$ cat src/rtl/spq_pkg.sv
// ----------------------------------------------------------------------------
// spq_pkg: shared types for the sorted priority queue
// Command and result words, the stored entry and the per-cycle control word
// that the top level broadcasts to every cell.
// ----------------------------------------------------------------------------
package spq_pkg;

  localparam int unsigned DataW   = 32;
  localparam int unsigned CountOW = 8;

  typedef enum logic [0:0] {
    CMD_INSERT = 1'b0,
    CMD_SERVE  = 1'b1
  } cmd_e;

  typedef enum logic [1:0] {
    ST_INSERTED = 2'd0,
    ST_SERVED   = 2'd1,
    ST_FULL     = 2'd2,
    ST_EMPTY    = 2'd3
  } status_e;

  typedef struct packed {
    cmd_e                    cmd;
    logic signed [DataW-1:0] item_value;
    logic signed [DataW-1:0] item_rank;
  } cmd_word_t;

  typedef struct packed {
    status_e                 status;
    logic signed [DataW-1:0] served_value;
    logic signed [DataW-1:0] served_rank;
    logic [CountOW-1:0]      entry_count;
  } res_word_t;

  // One stored entry.
  typedef struct packed {
    logic signed [DataW-1:0] value;
    logic signed [DataW-1:0] rank;
  } entry_t;

  // Broadcast control: insert and serve are already qualified by full and empty.
  typedef struct packed {
    logic                    insert;
    logic                    serve;
    logic signed [DataW-1:0] new_value;
    logic signed [DataW-1:0] new_rank;
  } cell_ctrl_t;

endpackage

$ cat src/rtl/spq_cell.sv
// ----------------------------------------------------------------------------
// spq_cell: one slot of the sorted entry chain
// Holds one entry and on each operation keeps it, takes the new entry, or
// takes the entry of its left or right neighbor.
// ----------------------------------------------------------------------------
module spq_cell (
  input  logic                clk_i,
  input  spq_pkg::cell_ctrl_t ctrl_i,
  input  logic                occupied_i,
  input  logic                left_gt_i,
  input  spq_pkg::entry_t     left_i,
  input  spq_pkg::entry_t     right_i,
  output logic                gt_o,
  output spq_pkg::entry_t     entry_o
);
  import spq_pkg::*;

  entry_t entry_q, entry_d;
  logic   gt;

  // An empty slot counts as holding a rank above everything.
  assign gt = !occupied_i || (entry_q.rank > ctrl_i.new_rank);

  always_comb begin
    entry_d = entry_q;
    if (ctrl_i.serve) begin
      entry_d = right_i;
    end else if (ctrl_i.insert && gt) begin
      if (left_gt_i) begin
        entry_d = left_i;
      end else begin
        entry_d.value = ctrl_i.new_value;
        entry_d.rank  = ctrl_i.new_rank;
      end
    end
  end

  always_ff @(posedge clk_i) begin
    entry_q <= entry_d;
  end

  assign gt_o    = gt;
  assign entry_o = entry_q;

endmodule

$ cat config.mk
export PLATFORM = sky130hd
export DESIGN_NAME = spq_cell
export DESIGN_NICKNAME = d
export VERILOG_FILES = /design/src/rtl/spq_pkg.sv /design/src/rtl/spq_cell.sv
export SDC_FILE = /design/constraint.sdc
export NUM_CORES = 1
export LEC_CHECK = 0
export CAP_MARGIN = 20
export CORE_AREA = 4 4 100 102
export CTS_CLUSTER_DIAMETER = 100
export DETAILED_ROUTE_END_ITERATION = 8
export DIE_AREA = 0 0 104 106
export DONT_BUFFER_PORTS = 1
export HOLD_SLACK_MARGIN = 0.03
export PLACE_DENSITY = 0.61
export REMOVE_ABC_BUFFERS = 1
export SYNTH_ARGS = -nofsm -noshare
export SYNTH_HDL_FRONTEND = slang
export SYNTH_SLANG_ARGS = --single-unit
$ cat constraint.sdc
create_clock -name clk_i -period 7.1 [get_ports clk_i]
set_input_delay 1.065 -clock clk_i [delete_from_list [all_inputs] [get_ports clk_i]]
set_output_delay 1.065 -clock clk_i [all_outputs]
set_load 0.01 [all_outputs]
=== Yosys cells after proc, flatten, opt, wreduce, memory -nomap -nowiden ===
Cells that the tools add are included.

* Register bits: 64
* Word-level logic and storage cells: 10
* Input bits: 197
* Output and inout bits: 65

* $lt $le $gt $ge: 1
* Muxes and demuxes: 3
* Reductions and logical operators: 4

{| class="wikitable"
|+ Operators with widths
! cell !! count
|-
| two-way mux 64 bit || 3
|-
| greater-than comparator 32 bit || 1
|-
| nonzero test 2 bit || 1
|-
| logical AND 1 bit || 1
|-
| logical NOT 1 bit || 1
|-
| logical OR 1 bit || 1
|}

=== Depth between registers and ports, before layout ===
Gate-level depths: netlist (run 1).

* Word-level depth: 5
* Depth in mapped cells: 8
* Depth with buffers taken out: 8

=== Worst setup path after synthesis (run 1) ===
Ideal clock, no wire load.

* Kind: in2reg
* Start point: input port ctrl_i[14] in the netlist's numbering
* End point: register entry_q (netlist bit entry_o[0]) (enable)
* Cell stages on the path: 7
* Data arrival time: 5.022 ns
* Required time: 6.606 ns
* Setup slack: 1.585 ns
* Library setup time: 0.494 ns
* Buffers on the path: 0
* Cells stage by stage: inv_1 -> ha_1 -> nand4_2 -> nor4_2 -> a211oi_1 -> o211a_1 -> o21ai_1

* Cells in the longest elaborated chain, start to end: 4

{| class="wikitable"
|+ Ends and longest elaborated chain
! element !! line !! source
|-
| from (decl) || spq_cell.sv:8 || <nowiki>input spq_pkg::cell_ctrl_t ctrl_i,</nowiki>
|-
| greater-than comparator 32 bit || spq_cell.sv:22 || <nowiki>assign gt = !occupied_i || (entry_q.rank > ctrl_i.new_rank);</nowiki>
|-
| logical OR 1 bit || spq_cell.sv:22 ||
|-
| logical AND 1 bit || spq_cell.sv:28 || <nowiki>end else if (ctrl_i.insert && gt) begin</nowiki>
|-
| nonzero test 2 bit (no line) || -- ||
|-
| to (signal assigned) || spq_cell.sv:39 || <nowiki>entry_q <= entry_d;</nowiki>
|-
| to (decl) || spq_cell.sv:18 || <nowiki>entry_t entry_q, entry_d;</nowiki>
|}

Every way passes these cells.
A chain may end at the register's enable or synchronous reset.

=== Worst setup path after layout (run 1) ===
* Start point: input port ctrl_i[14] in the netlist's numbering
* End point: output port gt_o

* Cells in the longest elaborated chain, start to end: 2

{| class="wikitable"
|+ Ends and longest elaborated chain
! element !! line !! source
|-
| greater-than comparator 32 bit || spq_cell.sv:22 ||
|-
| logical OR 1 bit || spq_cell.sv:22 ||
|-
| to (decl) || spq_cell.sv:13 || <nowiki>output logic gt_o,</nowiki>
|}

Every way passes these cells.

==> flow_summary.toml, run 1 <==
[job]
maxCapViolCount = 0

[floorplan]
rows = 35
fp.dieW_um = 104
die_area_um2 = 11000
ios = 262
die_h_um = 106
initial_core_util_pct = 44.8
fp.coreArea_um2 = 9110

[sta]
drv_slew = 0
setup-violations-final = 0
fin_worst_skew_ns = 0.00997
finalCritPeriodShare_pct = 51.6
fin_tns_setup_ns = 0
hold_viol = 0
relSlewSlack_pct = 71.7
clock.fmax_mhz = 273
tightest_slew_ns = 0.424
grt_setup_unrepaired = "no"
hold_ws_ns = 0.919
finalCriticalPeriod_ns = 3.66

[logic_synthesis]
ys_seq_elements = 64
synthAdderAreaFrac_pct = 9.82
synth_xor_area_share_pct = 0
synth_area_leaders = "edfxtp_1 47%, mux2i_1 16%, ha_1 9.8%"
synth_top_family_by_area = "multiplexers"
synth_compound_area_share_pct = 12.5
synth-edff-count = 64
synthesis.area_um2 = 4080
synth_common_cells = "70 x nand2_1, 67 x o21ai_0, 64 x edfxtp_1, 64 x mux2i_1, 35 x inv_1"
yosysWarnings = 0
synth_top_cell_by_area = "edfxtp_1"
synthArstFlopShare_pct = 0
ys_types = 25
synthSimpleGateAreaFrac_pct = 9.45
ys.flop_type = "edfxtp_1"
avgSynthCellArea_um2 = 10.2
synth_most_common_cell = "nand2_1"
synth.yosys.seq_area_share_pct = 47.1
yosysTopAreaCellShare_pct = 47.1
muxShareOfSynthArea_pct = 15.7
syn_inst = 398

[critical_path]
crit_slowest_cell = "nor4_2"
reg2reg_depth = 7
critical_path.max_fanout = 3
timing.rr.start = "entry_o[15]$_DFFE_PP_"
crit_path_cell_trace = "inv_1 > ha_1 > nand4_2 > nor4_2 > a211oi_1 > o211a_1 > o21ai_1"
critical_path_required_ns = 6.03
arrival_ns = 2.60
start_kind = "input port"
critPathMaxStageDelay_ns = 0.33
reg2reg_to = "entry_o[2]$_DFFE_PP_"
cp-end-kind = "primary output"
path_class = "in2out"
r2r_slack_ns = 4.36

[power_and_ir_drop]
cellPowerDensity_nw_per_um2 = 224
combPwrFrac_pct = 13.9
pwr-share-seq_pct = 54.1
p_clk_share_pct = 32.0
switching_share_pct = 28.0
p_total_mw = 0.977
power_switching_mw = 0.274
p_leak_nw = 1.92
p_int_mw = 0.703
vdd_drop_max_mv = 0.103

[clocking]
clock-root-buffer = "clkbuf_8"
cts_hold_buf = 0
cts-resized-gates = 0
clk_pin_slew_worst_paths_ns = 0.08
cts_setup_buffers = 0
clk_path_buf_depth = 2
cts_tree = "done"
insertion_delay_ns = 0.33
cts.htree.levels = 3
cts_buffers = 9
clock-sinks = 64

[route]
drtAntennaViolNets = 0
drc = 0
avgViaCountPerCell = 5.65
drt_wl_total_mm = 10.5
drt-initial-drc-count = 110
drt-pass1-iter-count = 4
avgRoutedWirePerCell_um = 20.8
vias = 2859

[finish]
drive_gt1_share_pct = 5.57
seqCellArea_um2 = 1920
multi_input_area_um2 = 1950
fin_area_um2 = 4370
area_growth_pct = 7.06
largest_register_ffs = 64
final_nets = 619
diodes = 0
fillers = 850

[status]
outcome = "finished clean"

[global_route]
grt_pass1_wl_mm = 15.8
antenna_found_initial = 0
grt_max_degree = 130
overflow = 0
grt.total_usage_pct = 18.6
grt_pass1_vias = 2948

[min_path]
holdPathEnd = "entry_o[19]$_DFFE_PP_"
whs_path_depth = 2
worstHoldPathType = "in2reg"
min_from = "right_i[19]"

[placement]
hpwl_mm = 8.23
globalplace.congestion = 0.773
io_buffers = 0
placed_area_um2 = 4150
## worst max path at each step
stage,slack [ns],to,cells after the start,from
floorplan,1.58,entry_o[0]$_DFFE_PP_,7,ctrl_i[14]
global placement,2.99,entry_o[26]$_DFFE_PP_,8,ctrl_i[13]
global route,3.31,gt_o,7,ctrl_i[27]
CTS,3.28,entry_o[1]$_DFFE_PP_,8,ctrl_i[23]
detailed placement,2.95,entry_o[1]$_DFFE_PP_,8,ctrl_i[23]
finish,3.44,gt_o,7,ctrl_i[14]
## metrics by stage
| stage | utilization, % | worst slack, ns | std cells |
|---|---|---|---|
| 2_1_floorplan | - | 1.58 | 377 |
| 3_3_place_gp | 45.5 | 2.99 | 489 |
| 3_5_place_dp | 45.5 | 2.95 | 489 |
| 4_1_cts | 47.7 | 3.28 | 505 |
| 5_1_grt | 47.9 | 3.31 | 506 |
| 6_report | 47.9 | 3.44 | 506 |
## layout make-up
type	count	area share, %
multi-input combinational	278	44.6
sequential	64	44.0
tap	111	3.18
inverter	35	3.01
clock buffer	10	2.92
clock inverter	6	1.60
timing repair buffer	2	0.630
## power by group through the flow
stage          Sequential [mW]  Combinational [mW]  Clock, mW
6_report                 0.529               0.136      0.312
5_1_grt                  0.535               0.160      0.345
4_1_cts                  0.531               0.137      0.326
3_5_place_dp             0.538               0.137          0
3_3_place_gp             0.539               0.131          0
2_1_floorplan            0.528               0.106          0
## kinds of logic (layout without fill, tap and decap cells)
family / after synthesis / in the layout
AO/OA/AOI/OAI: 94 / 94
adder cells (fa/ha/maj): 32 / 32
buffers and inverters: 56 / 53
flip-flops: 64 / 64
multiplexers: 64 / 64
AND/OR/NAND/NOR: 88 / 88
## metal layers
layer  global-route usage [%]  share of wire [%]
met3                     10.1                 12
met5                        0                  0
met4                     4.84               0.97
met1                     19.8                 36
met2                     32.1                 51
## cell usage in the layout (no fill, tap or decap)
cell / n
a2111oi_2: 1
a211oi_1: 2
a21o_1: 3
a21oi_1: 14
and4_1: 1
buf_12: 1
buf_4: 1
bufinv_16: 1
clkbuf_1: 1
clkbuf_8: 9
clkinv_4: 2
clkinvlp_4: 3
edfxtp_1: 64
ha_1: 32
inv_1: 35
mux2i_1: 64
nand2_1: 70
nand2b_1: 1
nand3_1: 5
nand4_1: 5
nand4_2: 1
nor2_1: 2
nor4_2: 2
o211a_1: 2
o21a_1: 1
o21ai_0: 67
o21ai_1: 1
o21ai_4: 1
o221ai_1: 1
o31ai_1: 1
or2_1: 1
## critical path: cells and delay by family
kind | cells | cell delay (ns)
buffers and inverters | 1 | 0.02
and+or+nand+nor | 2 | 0.50
AOI/OAI and AO/OA | 3 | 0.70
adders and majority gates | 1 | 0.30
No activity file was read; power rests on OpenSTA's default activity.
==> run 2, diff against run 1 <==
clock period = 3.7 ns   (was 7.1 ns; I/O delays follow)
==> flow_summary.toml, run 2 (synthesis results as in run 1) <==
[placement]
io_buffers = 0
preCtsSetupSlack_ns = 0.906
globalplace.congestion = 0.770
hpwl_mm = 8.26

[sta]
hold_viol = 0
tightest_slew_ns = 0.448
hold_ws_ns = 0.419
setup-violations-final = 0
fin_worst_skew_ns = 0.0139
fin_tns_setup_ns = 0
finalCritPeriodShare_pct = 78.7
drv_slew = 0
clock.fmax_mhz = 343
finalCriticalPeriod_ns = 2.91
grt_setup_unrepaired = "no"
relSlewSlack_pct = 70.2
setup_slack_ns = 0.788

[power_and_ir_drop]
p_clk_share_pct = 31.2
cellPowerDensity_nw_per_um2 = 426
p_total_mw = 1.85
p_int_mw = 1.34
pwr-share-seq_pct = 54.9
combPwrFrac_pct = 13.9
power_switching_mw = 0.508
vdd_drop_max_mv = 0.234
p_leak_nw = 1.92
switching_share_pct = 27.5

[floorplan]
ios = 262
die_h_um = 106
fp.coreArea_um2 = 9110
initial_core_util_pct = 44.8
rows = 35
die_area_um2 = 11000
fp.dieW_um = 104

[clocking]
clock-sinks = 64
insertion_delay_ns = 0.33
cts.htree.levels = 3
clock-root-buffer = "clkbuf_8"
cts_setup_buffers = 0
cts_buffers = 9
clk_pin_slew_worst_paths_ns = 0.08
cts_tree = "done"
cts-resized-gates = 0
clk_path_buf_depth = 2
cts_hold_buf = 0

[min_path]
worstHoldPathType = "in2reg"
min_from = "right_i[48]"
whs_path_depth = 2

[finish]
final_cell_mix = "70 x nand2_1, 67 x o21ai_0, 64 x mux2i_1, 64 x edfxtp_1, 35 x inv_1"
diodes = 0
drive_gt1_share_pct = 5.32
largest_register_ffs = 64
final_nets = 619
area_growth_pct = 6.50
final_common_cell = "nand2_1"

[critical_path]
path_class = "reg2out"
cp-end-kind = "primary output"
reg2reg_depth = 7
setup.worst_path.start = "entry_o[14]$_DFFE_PP_"
start_kind = "flop"
timing.rr.start = "entry_o[14]$_DFFE_PP_"
path_depth = 6
critical_path.max_fanout = 3
path_delay_family = "compound AO/OA/AOI/OAI gates"
cp.buffers_inverters = 0
arrival_ns = 2.36
critPathMaxStageDelay_ns = 0.46
crit_slowest_cell = "edfxtp_1"
crit_path_cell_trace = "ha_1 > nand4_2 > nor4_2 > a211oi_1 > o211a_1 > o21ai_1"
critical_path_required_ns = 3.14

[global_route]
grt_max_degree = 130
grt.total_usage_pct = 18.2
grt_pass1_vias = 2947
antenna_found_initial = 0
grt_pass1_wl_mm = 15.6
overflow = 0

[job]
maxCapViolCount = 0

[status]
outcome = "finished clean"

[route]
drt_wl_total_mm = 10.5
drtAntennaViolNets = 0
avgViaCountPerCell = 5.77
vias = 2918
drc = 0
avgRoutedWirePerCell_um = 20.7
drt-initial-drc-count = 128
drt-pass1-iter-count = 4
-- run 2: worst register-to-register path: cells and delay by family (launching register included) --
kind	cells	cell delay (ns)
simple gates	2	0.50
buf+inv	1	0.41
fa+ha+maj	1	0.34
flops	1	0.46
compound gates	3	0.59
-- run 2: worst paths after layout --
check                     endpoint  slack, ns
min          entry_o[48]$_DFFE_PP_       0.42
max                           gt_o       0.79
max reg2reg  entry_o[41]$_DFFE_PP_       1.02
min reg2reg   entry_o[4]$_DFFE_PP_       1.53
-- run 2: power groups by stage --
stage	registers (mW)	logic [mW]	clock network, mW
2_1_floorplan	1.01	0.203	0
3_3_place_gp	1.03	0.252	0
3_5_place_dp	1.03	0.263	0
4_1_cts	1.02	0.262	0.600
5_1_grt	1.03	0.301	0.628
6_report	1.02	0.257	0.576
-- run 2: per-layer routing --
metal	global-route usage, %	routed length (µm)	vias to the layer above
met5	0	0	-
met4	4.94	136	0
met3	10.3	1280	10
met2	32.3	5350	153
met1	18.4	3740	1335
li1	-	-	1420
-- run 2: area by class of cell --
| class | count | area, µm² |
|---|---|---|
| inverters | 35 | 131 |
| multi-input cells | 278 | 1950 |
| repair buffers | 2 | 15.0 |
| flip-flops and latches | 64 | 1920 |
| clock inverters | 6 | 60.1 |
| fillers | 843 | 4760 |
| clock buffers | 10 | 128 |
| well taps | 111 | 139 |
-- run 2: stage by stage --
stage | utilization (%) | cell area (µm²) | cells
final | 47.7 | 4340 | 506
after global routing | 47.7 | 4340 | 506
after CTS | 47.7 | 4340 | 506
after detailed placement | 45.6 | 4160 | 490
after global placement | 45.6 | 4160 | 490
after floorplan | - | 3990 | 377
==> run 3, diff against run 2 <==
ABC_AREA = 1   (was default)
CORE_AREA = 4 4 101 103   (was 4 4 100 102)
DIE_AREA = 0 0 105 107   (was 0 0 104 106)
PLACE_DENSITY = 0.6   (was 0.61)
clock period = 3.1 ns   (was 3.7 ns; I/O delays follow)
==> flow_summary.toml, run 3 <==
[route]
drtAntennaViolNets = 0
top_layer = "met4"
drt-initial-drc-count = 228
avgRoutedWirePerCell_um = 19.5
vias = 3450
avgViaCountPerCell = 5.72
drc = 0
wl_met3_mm = 1.42
drt-pass1-iter-count = 4
wl_met2_mm = 5.87
drt_wl_total_mm = 11.8
drt-met1-wl_mm = 4.36

[finish]
final_nets = 716
final_cell_mix = "141 x a21oi_1, 101 x nand2_1, 72 x nor2_1"
final_common_cell = "a21oi_1"
final_cells = 603
post-route-util_pct = 47.6
fillers = 923
area_growth_pct = 7.20
diodes = 0
drive_gt1_share_pct = 7.11
largest_register_ffs = 64

[critical_path]
path_class = "reg2reg"
critical_path.max_fanout = 64
critical_path_required_ns = 3.09
cp-end-kind = "flop"
arrival_ns = 2.54
timing.rr.start = "entry_o[31]$_DFFE_PP_"
start_kind = "flop"
setup.worst_path.start = "entry_o[31]$_DFFE_PP_"

[placement]
dpl.cell_count = 587
hpwl_mm = 8.76
io_buffers = 0
globalplace.congestion = 0.848

[clocking]
clock-sinks = 64
cts_hold_buf = 0
clock-root-buffer = "clkbuf_8"
cts_tree = "done"
cts_buffers = 9
clk_path_buf_depth = 2
cts_setup_buffers = 0
cts.htree.levels = 3
clk_pin_slew_worst_paths_ns = 0.08
cts-resized-gates = 0
insertion_delay_ns = 0.33

[sta]
finalCritPeriodShare_pct = 82.2
drv_slew = 0
tightest_slew_ns = 0.778
finalCriticalPeriod_ns = 2.55
setup-violations-final = 0
relSlewSlack_pct = 48.1
fin_worst_skew_ns = 0.00948
clock.fmax_mhz = 393
fin_tns_setup_ns = 0
hold_viol = 0
grt_setup_unrepaired = "no"

[power_and_ir_drop]
pwr-share-seq_pct = 50.8
switching_share_pct = 28.1
p_total_mw = 2.32
vdd_drop_max_mv = 0.262
p_leak_nw = 1.85
power_switching_mw = 0.654
combPwrFrac_pct = 14.7
p_clk_share_pct = 34.5
p_int_mw = 1.67
cellPowerDensity_nw_per_um2 = 531

[floorplan]
die_area_um2 = 11200
fp.coreArea_um2 = 9200
die_h_um = 107
ios = 262
initial_core_util_pct = 44.4
fp.dieW_um = 105
rows = 35

[logic_synthesis]
synth-edff-count = 64
synth_common_cells = "141 x a21oi_1, 102 x nand2_1, 72 x nor2_1"
ys_seq_elements = 64
synth_area_leaders = "edfxtp_1 47%, a21oi_1 17%, ha_1 9.8%"
yosysTopAreaCellShare_pct = 47.1
ys_types = 22
synthArstFlopShare_pct = 0
synthesis.area_um2 = 4080
ys.flop_type = "edfxtp_1"
synth_most_common_cell = "a21oi_1"
synth_top_cell_by_area = "edfxtp_1"
synth.yosys.seq_area_share_pct = 47.1
syn_inst = 500
yosysWarnings = 0
avgSynthCellArea_um2 = 8.17

[global_route]
grt_max_degree = 66
grt.total_usage_pct = 20.3
overflow = 0
grt_pass1_vias = 3363
grt_pass1_wl_mm = 18.0
antenna_found_initial = 0

[status]
outcome = "finished clean"

[min_path]
worstHoldPathType = "in2reg"
min_from = "right_i[49]"

[job]
maxCapViolCount = 0
[run 3: worst paths after layout]
path                                         endpoint  slack [ns]  depth (start not counted)
worst max-delay path            entry_o[17]$_DFFE_PP_        0.55                         12
worst min-delay path            entry_o[49]$_DFFE_PP_        0.36                          2
worst max register to register  entry_o[17]$_DFFE_PP_        0.55                         12
worst min register to register  entry_o[19]$_DFFE_PP_        1.45                          7
[run 3: kinds of logic (layout without fill, tap and decap cells)]
family                   count (synthesis)  count (layout)  share of synthesized area (%)
flip-flops                              64              64                           47.1
adder cells (fa/ha/maj)                 32              32                           9.81
buffers and inverters                   70              62                           6.47
AO/OA/AOI/OAI                          147             147                           18.5
AND/OR/NAND/NOR                        187             187                           18.1
[run 3: cell type report]
cell class | instances | area, µm² | area share (%)
flip-flops and latches | 64 | 1920 | 43.9
well taps | 111 | 139 | 3.17
clock inverters | 6 | 92.6 | 2.12
clock buffers | 10 | 128 | 2.92
multi-input cells | 366 | 1900 | 43.4
repair buffers | 3 | 35.0 | 0.800
inverters | 43 | 161 | 3.69
[run 3: per-stage QoR]
stage | hold slack [ns] | instance area (µm²) | setup slack [ns]
2_1_floorplan | 0.695 | 3980 | -0.302
3_3_place_gp | 0.700 | 4160 | 0.612
3_5_place_dp | 0.707 | 4160 | 0.567
4_1_cts | 0.340 | 4380 | 0.548
5_1_grt | 0.340 | 4380 | 0.330
6_report | 0.361 | 4380 | 0.552
[run 3: power by group through the flow]
| stage | clock (mW) | sequential (mW) | combinational, mW |
|---|---|---|---|
| floorplan | 0 | 1.18 | 0.268 |
| global placement | 0 | 1.20 | 0.337 |
| detailed placement | 0 | 1.20 | 0.348 |
| CTS | 0.832 | 1.18 | 0.349 |
| global route | 0.867 | 1.19 | 0.410 |
| finish | 0.801 | 1.18 | 0.342 |
[run 3: worst max-delay path: stages, from the launching register on]
cell and delay, ns:
edfxtp_1 0.47, ha_1 0.38, nand2_1 0.09, nor2_2 0.14, nand2_2 0.08, nor3b_2 0.17
nand2_1 0.09, nand3_1 0.09, nand3_2 0.08, nand2_2 0.10, nand2_1 0.07, nand2_2 0.08
buf_12 0.30
[run 3: layer usage]
layer,vias to the layer above,track usage (%)
met1,1591,22.7
met4,0,4.69
met5,-,0
li1,1668,-
met3,10,10.1
met2,181,34.7
